--- src/rtl/tmpd_pkg.sv ---
// tmpd_pkg: shared constants, codes and types for the timeout motor pwm driver
// no dependencies; used by timeout_motor_pwm_driver

package tmpd_pkg;

   localparam int unsigned TIME_WIDTH    = 32;
   localparam int unsigned SPEED_WIDTH   = 15;
   localparam int unsigned TIMER_WIDTH   = 16;
   localparam int unsigned PRODUCT_WIDTH = TIMER_WIDTH + SPEED_WIDTH;

   localparam logic [SPEED_WIDTH-1:0] FULL_SPEED = 15'd25600;

   // 25600 = 25 * 2**10; divide by 25 through a rounded-up reciprocal
   localparam int unsigned POW2_SHIFT    = 10;
   localparam int unsigned QUOT_IN_WIDTH = PRODUCT_WIDTH - POW2_SHIFT;
   localparam int unsigned RECIP_WIDTH   = 22;
   localparam int unsigned RECIP_SHIFT   = 26;
   localparam logic [RECIP_WIDTH-1:0] RECIP_25 = 22'd2684355;
   localparam int unsigned RECIP_PROD_WIDTH = QUOT_IN_WIDTH + RECIP_WIDTH;

   localparam logic [1:0] CMD_TICK      = 2'd0;
   localparam logic [1:0] CMD_SET_TIME  = 2'd1;
   localparam logic [1:0] CMD_SET_DIR   = 2'd2;
   localparam logic [1:0] CMD_SET_SPEED = 2'd3;

   localparam logic [1:0] MODE_DIRECT   = 2'd0;
   localparam logic [1:0] MODE_SPEED_DIR = 2'd1;
   localparam logic [1:0] MODE_LEFT_RIGHT = 2'd2;

   localparam logic [1:0] REG_TIMER_MAX   = 2'd0;
   localparam logic [1:0] REG_INVERTED    = 2'd1;
   localparam logic [1:0] REG_DRIVE_MODE  = 2'd2;
   localparam logic [1:0] REG_TICK_LENGTH = 2'd3;

   typedef struct packed {
      logic                     pin_a;
      logic                     pin_b;
      logic [PRODUCT_WIDTH-1:0] product;
      logic                     running;
   } stage_type;

   typedef struct packed {
      logic                   pin_a;
      logic                   pin_b;
      logic [TIMER_WIDTH-1:0] compare_value;
      logic                   running;
   } result_type;

endpackage

--- src/rtl/timeout_motor_pwm_driver.sv ---
// timeout_motor_pwm_driver: motor drive with run timeout, pin levels and pwm compare value
// depends on tmpd_pkg
//
//   channel  | role            | ports
//   req_     | event beats in  | req_tvalid, req_tready, req_tdata, req_tuser
//   rsp_     | result beats out| rsp_tvalid, rsp_tready, rsp_tdata
//   csr_     | register access | csr_psel, csr_penable, csr_pwrite, csr_paddr, ...
//
// one beat per cycle sustained while rsp_tready holds; a beat passes the stage and result registers to rsp_tvalid
// state is updated and timer_max * duty formed in the accept cycle, the
// reciprocal divide by 25600 in the second stage
// reset is synchronous and clears state to its idle values, no clearing pass
// a stalled output holds both stages; req_tready drops only when both are full

module timeout_motor_pwm_driver (
   input  logic        clock,
   input  logic        reset,
   input  logic        req_tvalid,
   output logic        req_tready,
   // remaining_time [31:0], drive_direction [32], speed_request [48:33], zero fill
   input  logic [55:0] req_tdata,
   // command [1:0]
   input  logic [1:0]  req_tuser,
   output logic        rsp_tvalid,
   input  logic        rsp_tready,
   // pin_a [0], pin_b [1], compare_value [17:2], running [18], zero fill
   output logic [23:0] rsp_tdata,
   input  logic        csr_psel,
   input  logic        csr_penable,
   input  logic        csr_pwrite,
   input  logic [3:0]  csr_paddr,
   input  logic [31:0] csr_pwdata,
   output logic [31:0] csr_prdata,
   output logic        csr_pready
);

   logic [tmpd_pkg::TIMER_WIDTH-1:0] timer_max_ff;
   logic                             inverted_ff;
   logic [1:0]                       drive_mode_ff;
   logic [tmpd_pkg::TIMER_WIDTH-1:0] tick_length_ff;

   logic [tmpd_pkg::TIME_WIDTH-1:0]  time_left_ff, time_left_in;
   logic [tmpd_pkg::SPEED_WIDTH-1:0] requested_speed_ff, requested_speed_in;
   logic [tmpd_pkg::SPEED_WIDTH-1:0] applied_speed_ff, applied_speed_in;
   logic                             direction_bit_ff, direction_bit_in;

   tmpd_pkg::stage_type  stage_ff, stage_in;
   logic                 stage_valid_ff;
   tmpd_pkg::result_type result_ff, result_in;
   logic                 result_valid_ff;

   logic                 result_ready;
   logic                 stage_ready;
   logic                 req_beat;
   logic                 csr_write;

   logic [tmpd_pkg::TIME_WIDTH-1:0]  req_time;
   logic                             req_dir;
   logic signed [15:0]               req_speed;
   logic [tmpd_pkg::SPEED_WIDTH-1:0] clamped_speed;
   logic [tmpd_pkg::SPEED_WIDTH-1:0] duty;
   logic                             pin_a_in, pin_b_in;

   logic [tmpd_pkg::QUOT_IN_WIDTH-1:0]    quot_in;
   logic [tmpd_pkg::RECIP_PROD_WIDTH-1:0] recip_prod;

   assign req_time  = req_tdata[31:0];
   assign req_dir   = req_tdata[32];
   assign req_speed = req_tdata[48:33];

   assign result_ready = !result_valid_ff || rsp_tready;
   assign stage_ready  = !stage_valid_ff || result_ready;
   assign req_tready   = stage_ready;
   assign req_beat     = req_tvalid && req_tready;

   // configuration port
   assign csr_pready = 1'b1;
   assign csr_write  = csr_psel && csr_penable && csr_pwrite && csr_pready;

   always_ff @(posedge clock) begin
      if (reset) begin
         timer_max_ff   <= 16'd255;
         inverted_ff    <= 1'b0;
         drive_mode_ff  <= tmpd_pkg::MODE_DIRECT;
         tick_length_ff <= 16'd1;
      end else if (csr_write) begin
         unique case (csr_paddr[3:2])
            tmpd_pkg::REG_TIMER_MAX:   timer_max_ff   <= csr_pwdata[15:0];
            tmpd_pkg::REG_INVERTED:    inverted_ff    <= csr_pwdata[0];
            tmpd_pkg::REG_DRIVE_MODE:  drive_mode_ff  <= csr_pwdata[1:0];
            tmpd_pkg::REG_TICK_LENGTH: tick_length_ff <= csr_pwdata[15:0];
            default: ;
         endcase
      end
   end

   always_comb begin
      unique case (csr_paddr[3:2])
         tmpd_pkg::REG_TIMER_MAX:   csr_prdata = {16'd0, timer_max_ff};
         tmpd_pkg::REG_INVERTED:    csr_prdata = {31'd0, inverted_ff};
         tmpd_pkg::REG_DRIVE_MODE:  csr_prdata = {30'd0, drive_mode_ff};
         tmpd_pkg::REG_TICK_LENGTH: csr_prdata = {16'd0, tick_length_ff};
         default:                   csr_prdata = 32'd0;
      endcase
   end

   // event decode and state update
   always_comb begin
      if (req_speed < 0) begin
         clamped_speed = '0;
      end else if (req_speed > 16'sd25600) begin
         clamped_speed = tmpd_pkg::FULL_SPEED;
      end else begin
         clamped_speed = req_speed[14:0];
      end
   end

   always_comb begin
      time_left_in       = time_left_ff;
      requested_speed_in = requested_speed_ff;
      applied_speed_in   = applied_speed_ff;
      direction_bit_in   = direction_bit_ff;
      case (req_tuser)
         tmpd_pkg::CMD_TICK: begin
            if (time_left_ff != '0) begin
               if (time_left_ff <= {16'd0, tick_length_ff}) begin
                  time_left_in     = '0;
                  applied_speed_in = '0;
               end else begin
                  time_left_in = time_left_ff - {16'd0, tick_length_ff};
               end
            end
         end
         tmpd_pkg::CMD_SET_TIME: begin
            time_left_in = req_time;
            if (req_time != '0) begin
               applied_speed_in = requested_speed_ff;
            end
         end
         tmpd_pkg::CMD_SET_DIR: begin
            direction_bit_in = req_dir;
         end
         default: begin
            requested_speed_in = clamped_speed;
            if (time_left_ff != '0) begin
               applied_speed_in = clamped_speed;
            end
         end
      endcase
   end

   always_ff @(posedge clock) begin
      if (reset) begin
         time_left_ff       <= '0;
         requested_speed_ff <= '0;
         applied_speed_ff   <= '0;
         direction_bit_ff   <= 1'b1;
      end else if (req_beat) begin
         time_left_ff       <= time_left_in;
         requested_speed_ff <= requested_speed_in;
         applied_speed_ff   <= applied_speed_in;
         direction_bit_ff   <= direction_bit_in;
      end
   end

   // pins and duty from the updated state
   always_comb begin
      logic [tmpd_pkg::SPEED_WIDTH-1:0] raw_duty;
      raw_duty = applied_speed_in;
      pin_a_in = 1'b0;
      pin_b_in = 1'b0;
      case (drive_mode_ff) inside
         tmpd_pkg::MODE_DIRECT, tmpd_pkg::MODE_SPEED_DIR: begin
            pin_a_in = (applied_speed_in == '0) ? inverted_ff : direction_bit_in;
            if (drive_mode_ff == tmpd_pkg::MODE_DIRECT && direction_bit_in) begin
               raw_duty = tmpd_pkg::FULL_SPEED - applied_speed_in;
            end
         end
         tmpd_pkg::MODE_LEFT_RIGHT: begin
            if (applied_speed_in != '0) begin
               pin_a_in = !direction_bit_in;
               pin_b_in = direction_bit_in;
            end
         end
         default: ;
      endcase
      duty = inverted_ff ? (tmpd_pkg::FULL_SPEED - raw_duty) : raw_duty;
   end

   always_comb begin
      stage_in.pin_a   = pin_a_in;
      stage_in.pin_b   = pin_b_in;
      stage_in.product = tmpd_pkg::PRODUCT_WIDTH'(timer_max_ff)
                       * tmpd_pkg::PRODUCT_WIDTH'(duty);
      stage_in.running = (time_left_in != '0);
   end

   always_ff @(posedge clock) begin
      if (reset) begin
         stage_valid_ff <= 1'b0;
      end else if (stage_ready) begin
         stage_valid_ff <= req_beat;
      end
   end

   always_ff @(posedge clock) begin
      if (req_beat) begin
         stage_ff <= stage_in;
      end
   end

   // divide by 25600: shift out 2**10, then multiply by the reciprocal of 25
   assign quot_in    = stage_ff.product[tmpd_pkg::PRODUCT_WIDTH-1:tmpd_pkg::POW2_SHIFT];
   assign recip_prod = tmpd_pkg::RECIP_PROD_WIDTH'(quot_in)
                     * tmpd_pkg::RECIP_PROD_WIDTH'(tmpd_pkg::RECIP_25);

   always_comb begin
      result_in.pin_a         = stage_ff.pin_a;
      result_in.pin_b         = stage_ff.pin_b;
      result_in.compare_value =
         recip_prod[tmpd_pkg::RECIP_SHIFT+tmpd_pkg::TIMER_WIDTH-1:tmpd_pkg::RECIP_SHIFT];
      result_in.running       = stage_ff.running;
   end

   always_ff @(posedge clock) begin
      if (reset) begin
         result_valid_ff <= 1'b0;
      end else if (result_ready) begin
         result_valid_ff <= stage_valid_ff;
      end
   end

   always_ff @(posedge clock) begin
      if (result_ready && stage_valid_ff) begin
         result_ff <= result_in;
      end
   end

   assign rsp_tvalid = result_valid_ff;
   assign rsp_tdata  = {5'd0, result_ff.running, result_ff.compare_value,
                        result_ff.pin_b, result_ff.pin_a};

`ifndef SYNTHESIS
   assert property (@(posedge clock) disable iff (reset)
      applied_speed_ff <= tmpd_pkg::FULL_SPEED
      && requested_speed_ff <= tmpd_pkg::FULL_SPEED)
      else $error("speed state above full speed");

   assert property (@(posedge clock) disable iff (reset)
      rsp_tvalid |-> !(rsp_tdata[0] && rsp_tdata[1]))
      else $error("both direction pins driven high");

   assert property (@(posedge clock) disable iff (reset)
      stage_valid_ff && !result_ready |=> stage_valid_ff && $stable(stage_ff))
      else $error("stalled middle stage changed");

   assert property (@(posedge clock) disable iff (reset)
      stage_valid_ff && result_valid_ff && !rsp_tready |-> !req_tready)
      else $error("input taken with pipeline full");
`endif

endmodule

--- config.mk ---
export PLATFORM = sky130hd
export DESIGN_NAME = timeout_motor_pwm_driver
export DESIGN_NICKNAME = d
export VERILOG_FILES = /design/src/rtl/tmpd_pkg.sv /design/src/rtl/timeout_motor_pwm_driver.sv
export SDC_FILE = /design/constraint.sdc
export NUM_CORES = 1
export LEC_CHECK = 0
export BUFFER_PORTS_ARGS = -buffer_cell sky130_fd_sc_hd__buf_2
export CAP_MARGIN = 20
export CORE_AREA = 3 3 264 266
export DETAILED_ROUTE_END_ITERATION = 7
export DIE_AREA = 0 0 267 269
export GPL_ROUTABILITY_DRIVEN = 0
export GPL_TIMING_DRIVEN = 0
export RECOVER_POWER = 100
export SKIP_LAST_GASP = 1
export SYNTH_ARGS = -nofsm -noshare
export SYNTH_HDL_FRONTEND = slang
export SYNTH_SLANG_ARGS = --single-unit
export TNS_END_PERCENT = 10
--- constraint.sdc ---
create_clock -name clock -period 12 [get_ports clock]
set_clock_uncertainty 0.05 [all_clocks]
set_input_delay 1.2 -clock clock [delete_from_list [all_inputs] [get_ports clock]]
set_output_delay 1.2 -clock clock [all_outputs]
set_load 0.1 [all_outputs]
* Yosys cells after proc, flatten, opt, wreduce, memory -nomap -nowiden *
Index checks and enable logic that the tools add are counted.

word-level totals
  bits in registers = 153
  latch bits = 0
  bits in writable memories = 0
  memory bits (read-only) = 0
  output and inout bits = 59
  logic and storage cells = 81
  memories = 0

operators by class
  add/sub/neg operators = 3
  $mul = 2
  div/mod/pow operators = 0
  order comparisons = 3
  equal/unequal tests = 7
  shift-type cells = 0
  mux-type cells = 19
  bitwise logic cells = 3
  reductions and logical operators = 26

operators with widths
  kind                                                                            count
  15-bit 2-to-1 mux                                                               9
  32-bit case mux with 4 select lines                                             1
  32-bit nonzero test                                                             3
  32-bit 2-to-1 mux                                                               2
  32-bit case mux with 2 select lines                                             1
  15-bit case mux with 3 select lines                                             1
  21-bit by 22-bit multiplier with 42-bit output (second input constant)          1
  32-bit by 16-bit less-or-equal comparator with 1-bit output                     1
  32-bit by 16-bit subtractor with 32-bit output                                  1
  16-bit by 15-bit multiplier with 31-bit output                                  1
  15-bit subtractor (first input constant)                                        2
  16-bit greater-than comparator (second input constant)                          1
  16-bit by 1-bit less-than comparator with 1-bit output (second input constant)  1
  15-bit zero test                                                                1
  15-bit nonzero test                                                             1
  2-bit AND reduction                                                             5
  2-bit == test (second input constant)                                           4
  2-bit by 1-bit == test with 1-bit output (second input constant)                3
  2-bit zero test                                                                 3
  1-bit logical AND                                                               5
  1-bit 2-to-1 mux                                                                5
  4-bit OR reduction                                                              1
  1-bit zero test                                                                 3
  1-bit inverter                                                                  3
  3 further kinds                                                                 4

* Logic depth before layout (Yosys ltp) *
Gate-level depths: netlist of the first run.

  depth after elaboration = 11
  gate-level depth with buffers = 44
  gate-level depth less buffers = 44

* Least setup slack after synthesis of the first run *
OpenSTA, ideal clock, no wires.

  path kind = in2reg
  start = input req_tdata[36]
  end = register stage_ff, in the netlist quot_in[15] (data pin)
  arrival = 10.507 ns
  slack = 1.177 ns
  stages on the path = 36
  path through = or4_1 -> o41ai_1 -> a21o_1 -> clkbuf_1 -> a31oi_1 -> nor2_1 -> inv_1 -> ha_1 -> o21ai_0 -> ha_1 -> nand2_1 -> o21ai_0 -> xor2_1 -> clkbuf_1 -> nand2_1 -> fa_1 -> inv_1 -> fa_1 -> fa_1 -> inv_1 -> fa_1 -> fa_1 -> inv_1 -> fa_1 -> ha_1 -> a21oi_1 -> nor2b_1 -> a2111oi_0 -> a21oi_1 -> and3_1 -> a221o_1 -> a32oi_2 -> a21boi_1 -> a2111oi_0 -> nor3_1 -> xor2_1

RTL lines
  item                    RTL line                         source
  start: declaration      timeout_motor_pwm_driver.sv:21   input logic [55:0] req_tdata,
  end signal: assignment  timeout_motor_pwm_driver.sv:208  stage_ff <= stage_in;
  end: declaration        timeout_motor_pwm_driver.sv:47   tmpd_pkg::stage_type stage_ff, stage_in;

==> results of run 1 <==
[worst register-to-register path, delay by kind of cell (launching register included)]
family                   cells  cell delay [ns]
AND/OR/NAND/NOR             10             1.26
buffers and inverters        6             0.73
XOR/XNOR                     2             0.54
adder cells (fa/ha/maj)     10             4.16
AO/OA/AOI/OAI               12             3.94
flip-flops                   1             0.39
[metrics by stage]
| stage | setup WS [ns] | TNS (ns) | utilization (%) |
|---|---|---|---|
| floorplan | 1.18 | 0 | - |
| global placement | -1.39 | -14.40 | 37.5 |
| detailed placement | -1.41 | -14.46 | 37.6 |
| CTS | 0.149 | 0 | 38.5 |
| global route | 0.0172 | 0 | 38.4 |
| finish | 0.610 | 0 | 38.4 |
[repair_timing]
action                     CTS  global route
gates cloned                 0             0
resized for setup           13            12
setup endpoints to repair   14             8
setup buffers                0             8
pin swaps                    0             5
[sequential cells by signal, indices dropped and copies added, names as in the netlist]
signal              cells
rsp_tvalid              1
inverted_ff             1
stage_valid_ff          1
drive_mode_ff           2
applied_speed_ff       15
direction_bit_ff        1
result_in               3
time_left_ff           32
quot_in                21
tick_length_ff         16
rsp_tdata              19
requested_speed_ff     15
timer_max_ff           16
[synth_stat cells (all sizes together), types with 8 or more instances]
cell type / number / share of area [%]
dfxtp: 100 / 8.5
a31o: 8 / 0.30
buf: 39 / 1.1
nor2: 138 / 2.2
ha: 314 / 17
a22o: 9 / 0.34
or3: 11 / 0.29
xor2: 29 / 1.1
clkbuf: 80 / 1.3
fa: 334 / 28
a211o: 11 / 0.41
nand4: 12 / 0.32
inv: 485 / 7.7
or2: 11 / 0.29
xnor2: 50 / 2.0
a21boi: 9 / 0.29
nand3: 44 / 0.94
a222oi: 9 / 0.38
and3: 22 / 0.59
a31oi: 17 / 0.53
and4: 13 / 0.48
a211oi: 34 / 1.1
nand2b: 20 / 0.53
a21oi: 115 / 2.4
and2: 80 / 2.1
nand2: 281 / 4.5
o211ai: 9 / 0.29
edfxtp: 43 / 5.5
nor2b: 16 / 0.43
nor3: 28 / 0.67
nor4: 26 / 0.85
a21o: 24 / 0.77
o21ai: 68 / 1.5
[cell families after synthesis]
kind of cell	count (synthesis)	share of synthesized area, %
adders and majority gates	648	45.1
and+or+nand+nor	727	15.1
AOI/OAI and AO/OA	410	12.0
other	2	0.0319
muxes	9	0.442
buffers and inverters	604	10.2
xor gates and xnor gates	79	3.07
DFF	143	14.0
[layout by cell type, fill, tap and decap left out, drive strengths merged, types with 50 or more instances in the layout]
master and n:
a21oi 115, and2 80, buf 114, clkbuf 141, dfxtp 100, fa 334
ha 314, inv 492, nand2 281, nor2 138, o21ai 68, xnor2 50
[how the worst max path moves through the flow]
stage / endpoint / cells after the start / from
finish: quot_in[15] / 37 / req_tuser[0]
global route: quot_in[15] / 38 / time_left_ff[21]
CTS: quot_in[15] / 37 / req_tdata[36]
detailed placement: quot_in[15] / 37 / req_tdata[36]
global placement: quot_in[15] / 37 / req_tdata[36]
floorplan: quot_in[15] / 36 / req_tdata[36]
[per-layer routing]
layer  up-vias  GRT usage (%)  routed length, um
met3       100           2.45               3540
met5         -              0                  0
li1       8890              -                  -
met4         0           5.44               1620
met2       567           33.0              32600
met1      9202           25.5              30000
[layout make-up]
| type | instances | share of cell area [%] |
|---|---|---|
| multi-input cells | 1895 | 69.5 |
| flip-flops and latches | 143 | 12.7 |
| inverters | 485 | 7.04 |
| well taps | 873 | 4.22 |
| plain buffers | 118 | 2.18 |
| repair buffers | 118 | 2.17 |
| clock buffers | 19 | 1.71 |
| clock inverters | 12 | 0.479 |
==> flow_metrics.env, run 1 <==
export IMPL_start_kind="primary input"
export IMPL_area_delta_synth_final_pct=9.99
export IMPL_synth_cell_types=91
export IMPL_crit_family="adder cells"
export IMPL_regToRegEndpoint="quot_in[15]"
export IMPL_required_ns=12.14
export IMPL_ff2ff_path_depth=40
export IMPL_drive_gt1_share_pct=7.13
export IMPL_ant_nets=0
export IMPL_cap_violations=1
export IMPL_die_h_um=269
export IMPL_io_pins=160
export IMPL_hold_depth=0
export IMPL_cts_root_buf="clkbuf_16"
export IMPL_core_area_um2=67300
export IMPL_synthesis_instances=2622
export IMPL_final_area_um2=25900
export IMPL_place_area_um2=25300
export IMPL_drv_slew=25
export IMPL_die_x_um=267
export IMPL_clk_latency_ns=0.47
export IMPL_slew_limit_headroom_pct=-3.34
export IMPL_worstSetupPathType="in2reg"
export IMPL_end_kind="flip-flop"
export IMPL_outcome="complete, but fails checks"
export IMPL_path_buf_inv=7
export IMPL_whs_ns=0.376
export IMPL_h_tree_depth=4
export IMPL_grt_pass1_vias=19100
export IMPL_worstMarginPinSlew_ns=1.55
export IMPL_finalSetupViolations=0
export IMPL_rsz0062_at_grt="no"
export IMPL_grt_max_degree=25
export IMPL_grt_usage_pct=19.2
export IMPL_synth_area_um2=23500
export IMPL_start_util_pct=35.0
export IMPL_vias=18800
export IMPL_numCtsBuffers=17
export IMPL_placementRows=95
export IMPL_holdPathEnd="rsp_tdata[1]"
export IMPL_viasPerCell=5.12
export IMPL_io_buffer_count=108
export IMPL_clock_fmax_ghz=0.0878
export IMPL_min_period_ns=11.39
export IMPL_cts_tree="built"
export IMPL_ys_seq_area_share_pct=14.0
export IMPL_ctsHoldBuffers=0
export IMPL_cp_slowest_cell="fa_1"
export IMPL_dieArea_um2=71800
export IMPL_drc=0
export IMPL_register_area_um2=3290
export IMPL_routed_wl_mm=67.7
export IMPL_synth_edf_count=43
export IMPL_synth_avg_cell_area_um2=8.97
export IMPL_post_place_cells=3625
export IMPL_cpMostUsedCell="fa_1"
export IMPL_clkTransAtPathRegs_ns=0.08
export IMPL_yosysWarnings=0
export IMPL_hpwlAfterDp_mm=56.6
export IMPL_antenna_found_initial=0
export IMPL_wl_per_cell_um=18.5
export IMPL_synth_seq_cells=143
export IMPL_drtIter0Drc=1306
export IMPL_cts_buffer_depth=2
export IMPL_clkSinkCount=143
export IMPL_synthArstFlopShare_pct=0
export IMPL_antenna_cells=0
export IMPL_finalHoldViolCount=0
export IMPL_multi_input_area_um2=18000
export IMPL_hp_class="reg2reg"
export IMPL_hold_start="result_in[17]"
export IMPL_crit_arrival_ns=11.53
export IMPL_violations="capacitance limit, slew limit"
export IMPL_grt_ovfl_total=0
export IMPL_cpPeakStageDelay_ns=0.52
export IMPL_dr_pass1_iters=5
export IMPL_period_share_pct=94.9
export IMPL_r2r_start="tick_length_ff[0]"
export IMPL_fill_cells=6933
export IMPL_rrSetupSlack_ns=0.67
export IMPL_finalNonFillerCells=3663
export IMPL_synth_top_flop_cell="dfxtp_1"
export IMPL_nets=3527
export IMPL_critPathMaxFanout=10
export IMPL_grt_pass1_wl_mm=107
Power of run 1 is not shown: default switching activity piles up to over one toggle a cycle in this logic, so the estimate is an artifact.
==> run 2, diff against run 1 <==
--- a/config.mk
+++ b/config.mk
@@ -5,11 +5,12 @@
 export SDC_FILE = /design/constraint.sdc
 export NUM_CORES = 1
 export LEC_CHECK = 0
+export ABC_AREA = 1
 export BUFFER_PORTS_ARGS = -buffer_cell sky130_fd_sc_hd__buf_2
 export CAP_MARGIN = 20
-export CORE_AREA = 3 3 264 266
+export CORE_AREA = 3 3 270 272
 export DETAILED_ROUTE_END_ITERATION = 7
-export DIE_AREA = 0 0 267 269
+export DIE_AREA = 0 0 273 275
 export GPL_ROUTABILITY_DRIVEN = 0
 export GPL_TIMING_DRIVEN = 0
 export RECOVER_POWER = 100
==> run 2 against run 1 <==
  * The flow still finishes with violations (capacitance limit, slew limit)
  * Wire length grew 4.9%
  * Global-route usage is essentially flat
  * Die area increased by 4.5%
  * Setup slack improved by 0.79 ns
  * Via count is 10% higher
  * Utilization is 0.38 points lower
  * Synthesized cell count is 19% higher
  * Synthesized area up 5.1%
  * Critical endpoint is now quot_in[17]
==> flow_metrics.env, run 2 <==
export IMPL_routed_wl_mm=71.0
export IMPL_largest_register_ffs=32
export IMPL_grt_max_degree=25
export IMPL_h_tree_depth=4
export IMPL_cts_tree="built"
export IMPL_drive_gt1_share_pct=7.48
export IMPL_io_buffer_count=111
export IMPL_synth_area_leaders="fa_1 27%, ha_1 16%, inv_1 11%"
export IMPL_cap_violations=1
export IMPL_synth_cell_types=65
export IMPL_violations="capacitance limit, slew limit"
export IMPL_numCtsBuffers=17
export IMPL_cpMostUsedCell="nand2_1"
export IMPL_yosysWarnings=0
export IMPL_synth_common_cells="697 x inv_1, 481 x nand2_1, 334 x fa_1, 314 x ha_1, 227 x nor2_1"
export IMPL_final_common_cell="inv_1"
export IMPL_finalSetupViolations=0
export IMPL_io_pins=160
export IMPL_grt_usage_pct=19.2
export IMPL_synth_avg_cell_area_um2=7.92
export IMPL_period_share_pct=88.3
export IMPL_ff2ff_path_depth=44
export IMPL_synth_mux_area_share_pct=0.0405
export IMPL_cts_root_buf="clkbuf_16"
export IMPL_clock_fmax_ghz=0.0944
export IMPL_outcome="complete, but fails checks"
export IMPL_postCtsSetupBuffers=0
export IMPL_cts_resized=0
export IMPL_worstSetupPathType="reg2reg"
export IMPL_post_place_cells=4205
export IMPL_regMostFlops="time_left_ff"
export IMPL_synth_top_family_by_area="adder cells"
export IMPL_start_util_pct=34.8
export IMPL_regToRegEndpoint="quot_in[17]"
export IMPL_post_place_ws_ns=1.54
export IMPL_synth_seq_cells=143
export IMPL_wl_per_cell_um=16.8
export IMPL_ys_seq_area_share_pct=13.3
export IMPL_synth_most_common_cell="inv_1"
export IMPL_cpPeakStageDelay_ns=0.61
export IMPL_r2r_start="tick_length_ff[0]"
export IMPL_hpwlAfterDp_mm=60.0
export IMPL_synth_compound_area_share_pct=11.6
export IMPL_end_kind="flip-flop"
export IMPL_ant_nets=0
export IMPL_core_area_um2=71000
export IMPL_holdPathEnd="rsp_tdata[0]"
export IMPL_rrSetupSlack_ns=1.40
export IMPL_critPathMaxFanout=11
export IMPL_synthesis_instances=3122
export IMPL_clkSinkCount=143
export IMPL_synth_adder_area_share_pct=42.9
export IMPL_worstMarginPinSlew_ns=1.56
export IMPL_dr_pass1_iters=6
export IMPL_cp_slowest_cell="xor2_1"
export IMPL_required_ns=12.16
export IMPL_synth_top_area_share_pct=27.1
export IMPL_layout_common_cells="697 x inv_1, 488 x nand2_1, 334 x fa_1"
export IMPL_synth_xor_area_share_pct=2.07
export IMPL_ctsHoldBuffers=0
export IMPL_cts_buffer_depth=2
export IMPL_placementRows=98
export IMPL_die_h_um=275
export IMPL_drv_slew=25
export IMPL_hold_start="result_in[18]"
export IMPL_start_kind="flip-flop"
export IMPL_synth_top_flop_cell="dfxtp_1"
export IMPL_antenna_cells=0
export IMPL_viasPerCell=4.88
export IMPL_hold_depth=0
export IMPL_synthArstFlopShare_pct=0
export IMPL_crit_arrival_ns=10.76
export IMPL_finalNonFillerCells=4237
export IMPL_clkTransAtPathRegs_ns=0.08
export IMPL_drc=0
export IMPL_die_x_um=273
export IMPL_fin_ws_ns=1.40
export IMPL_antenna_found_initial=0
export IMPL_synth_area_um2=24700
export IMPL_slew_limit_headroom_pct=-3.70
export IMPL_finalHoldViolCount=0
export IMPL_area_delta_synth_final_pct=9.33
export IMPL_grt_pass1_vias=21000
export IMPL_dieArea_um2=75100
export IMPL_vias=20700
export IMPL_rsz0062_at_grt="no"
export IMPL_drtIter0Drc=1418
export IMPL_grt_pass1_wl_mm=114
export IMPL_hp_class="reg2reg"
export IMPL_min_period_ns=10.60
export IMPL_clk_latency_ns=0.47
export IMPL_fill_cells=7392
export IMPL_synth_simple_area_share_pct=16.8
export IMPL_yosysTopAreaCell="fa_1"
export IMPL_grt_ovfl_total=0
export IMPL_fin_setup_tns_ns=0
export IMPL_nets=4023
export IMPL_synth_edf_count=43
==> run 2: cell count changes after synthesis, sizes merged, moves of 32 or more <==
| cell | delta |
|---|---|
| nand2 | +228 |
| o211ai | +32 |
| nor2 | +119 |
| inv | +233 |
| nand3 | +60 |
| a21oi | +101 |
| xnor2 | -36 |
| a211oi | -33 |
| o21ai | +97 |
| and2 | -79 |
==> run 2: worst max-delay path by stage <==
stage                 startpoint          end  slack (ns)  cells past startpoint
2_1_floorplan       req_tdata[9]  quot_in[13]        3.42                     41
3_3_place_gp       req_tdata[48]  quot_in[13]        1.57                     36
3_5_place_dp        req_tdata[9]  quot_in[13]        1.54                     42
4_1_cts        tick_length_ff[0]  quot_in[13]        1.91                     44
5_1_grt        tick_length_ff[0]  quot_in[13]        0.79                     43
6_report       tick_length_ff[0]  quot_in[17]        1.40                     44
==> run 2: stage by stage <==
| step | hold slack [ns] | util, % | cell area [um^2] |
|---|---|---|---|
| after global routing | 0.382 | 38.1 | 27000 |
| after global placement | 0.369 | 37.4 | 26500 |
| after floorplan | 0.350 | - | 24800 |
| after detailed placement | 0.369 | 37.4 | 26600 |
| final | 0.380 | 38.1 | 27000 |
| after CTS | 0.384 | 38.3 | 27200 |
==> run 2: area by class of cell <==
cell class	instances	area [um^2]	area share, %
multi-input cells	2174	18200	67.3
flip-flops and latches	143	3290	12.2
inverters	727	2730	10.1
well taps	950	1190	4.40
plain buffers	98	515	1.91
repair buffers	113	514	1.90
clock buffers	17	425	1.57
clock inverters	15	164	0.607
==> run 2: per-layer routing <==
layer  routed length, um  up-vias  track usage [%]
met1               32400     9820             26.1
met2               32600      633             31.6
met5                   0        -                0
li1                    -    10100                -
met4                1930        0             5.80
met3                4110      117             2.82
==> run 2: cells by family (layout without fill, tap and decap cells) <==
| family | count (synthesis) | in the layout |
|---|---|---|
| compound gates | 501 | 501 |
| xor+xnor | 54 | 54 |
| fa+ha+maj | 648 | 648 |
| buf+inv | 825 | 970 |
| flops | 143 | 143 |
| mux | 1 | 1 |
| other cells | 2 | 22 |
| simple gates | 948 | 948 |
==> run 2: critical path, delay by kind of cell (launching register included) <==
family / cells / cell delay, ns
AND/OR/NAND/NOR: 21 / 2.37
XOR/XNOR: 1 / 0.61
buffers and inverters: 7 / 1.39
AO/OA/AOI/OAI: 5 / 1.13
adder cells (fa/ha/maj): 10 / 4.32
flip-flops: 1 / 0.45
Power of run 2 is left out for the same reason.
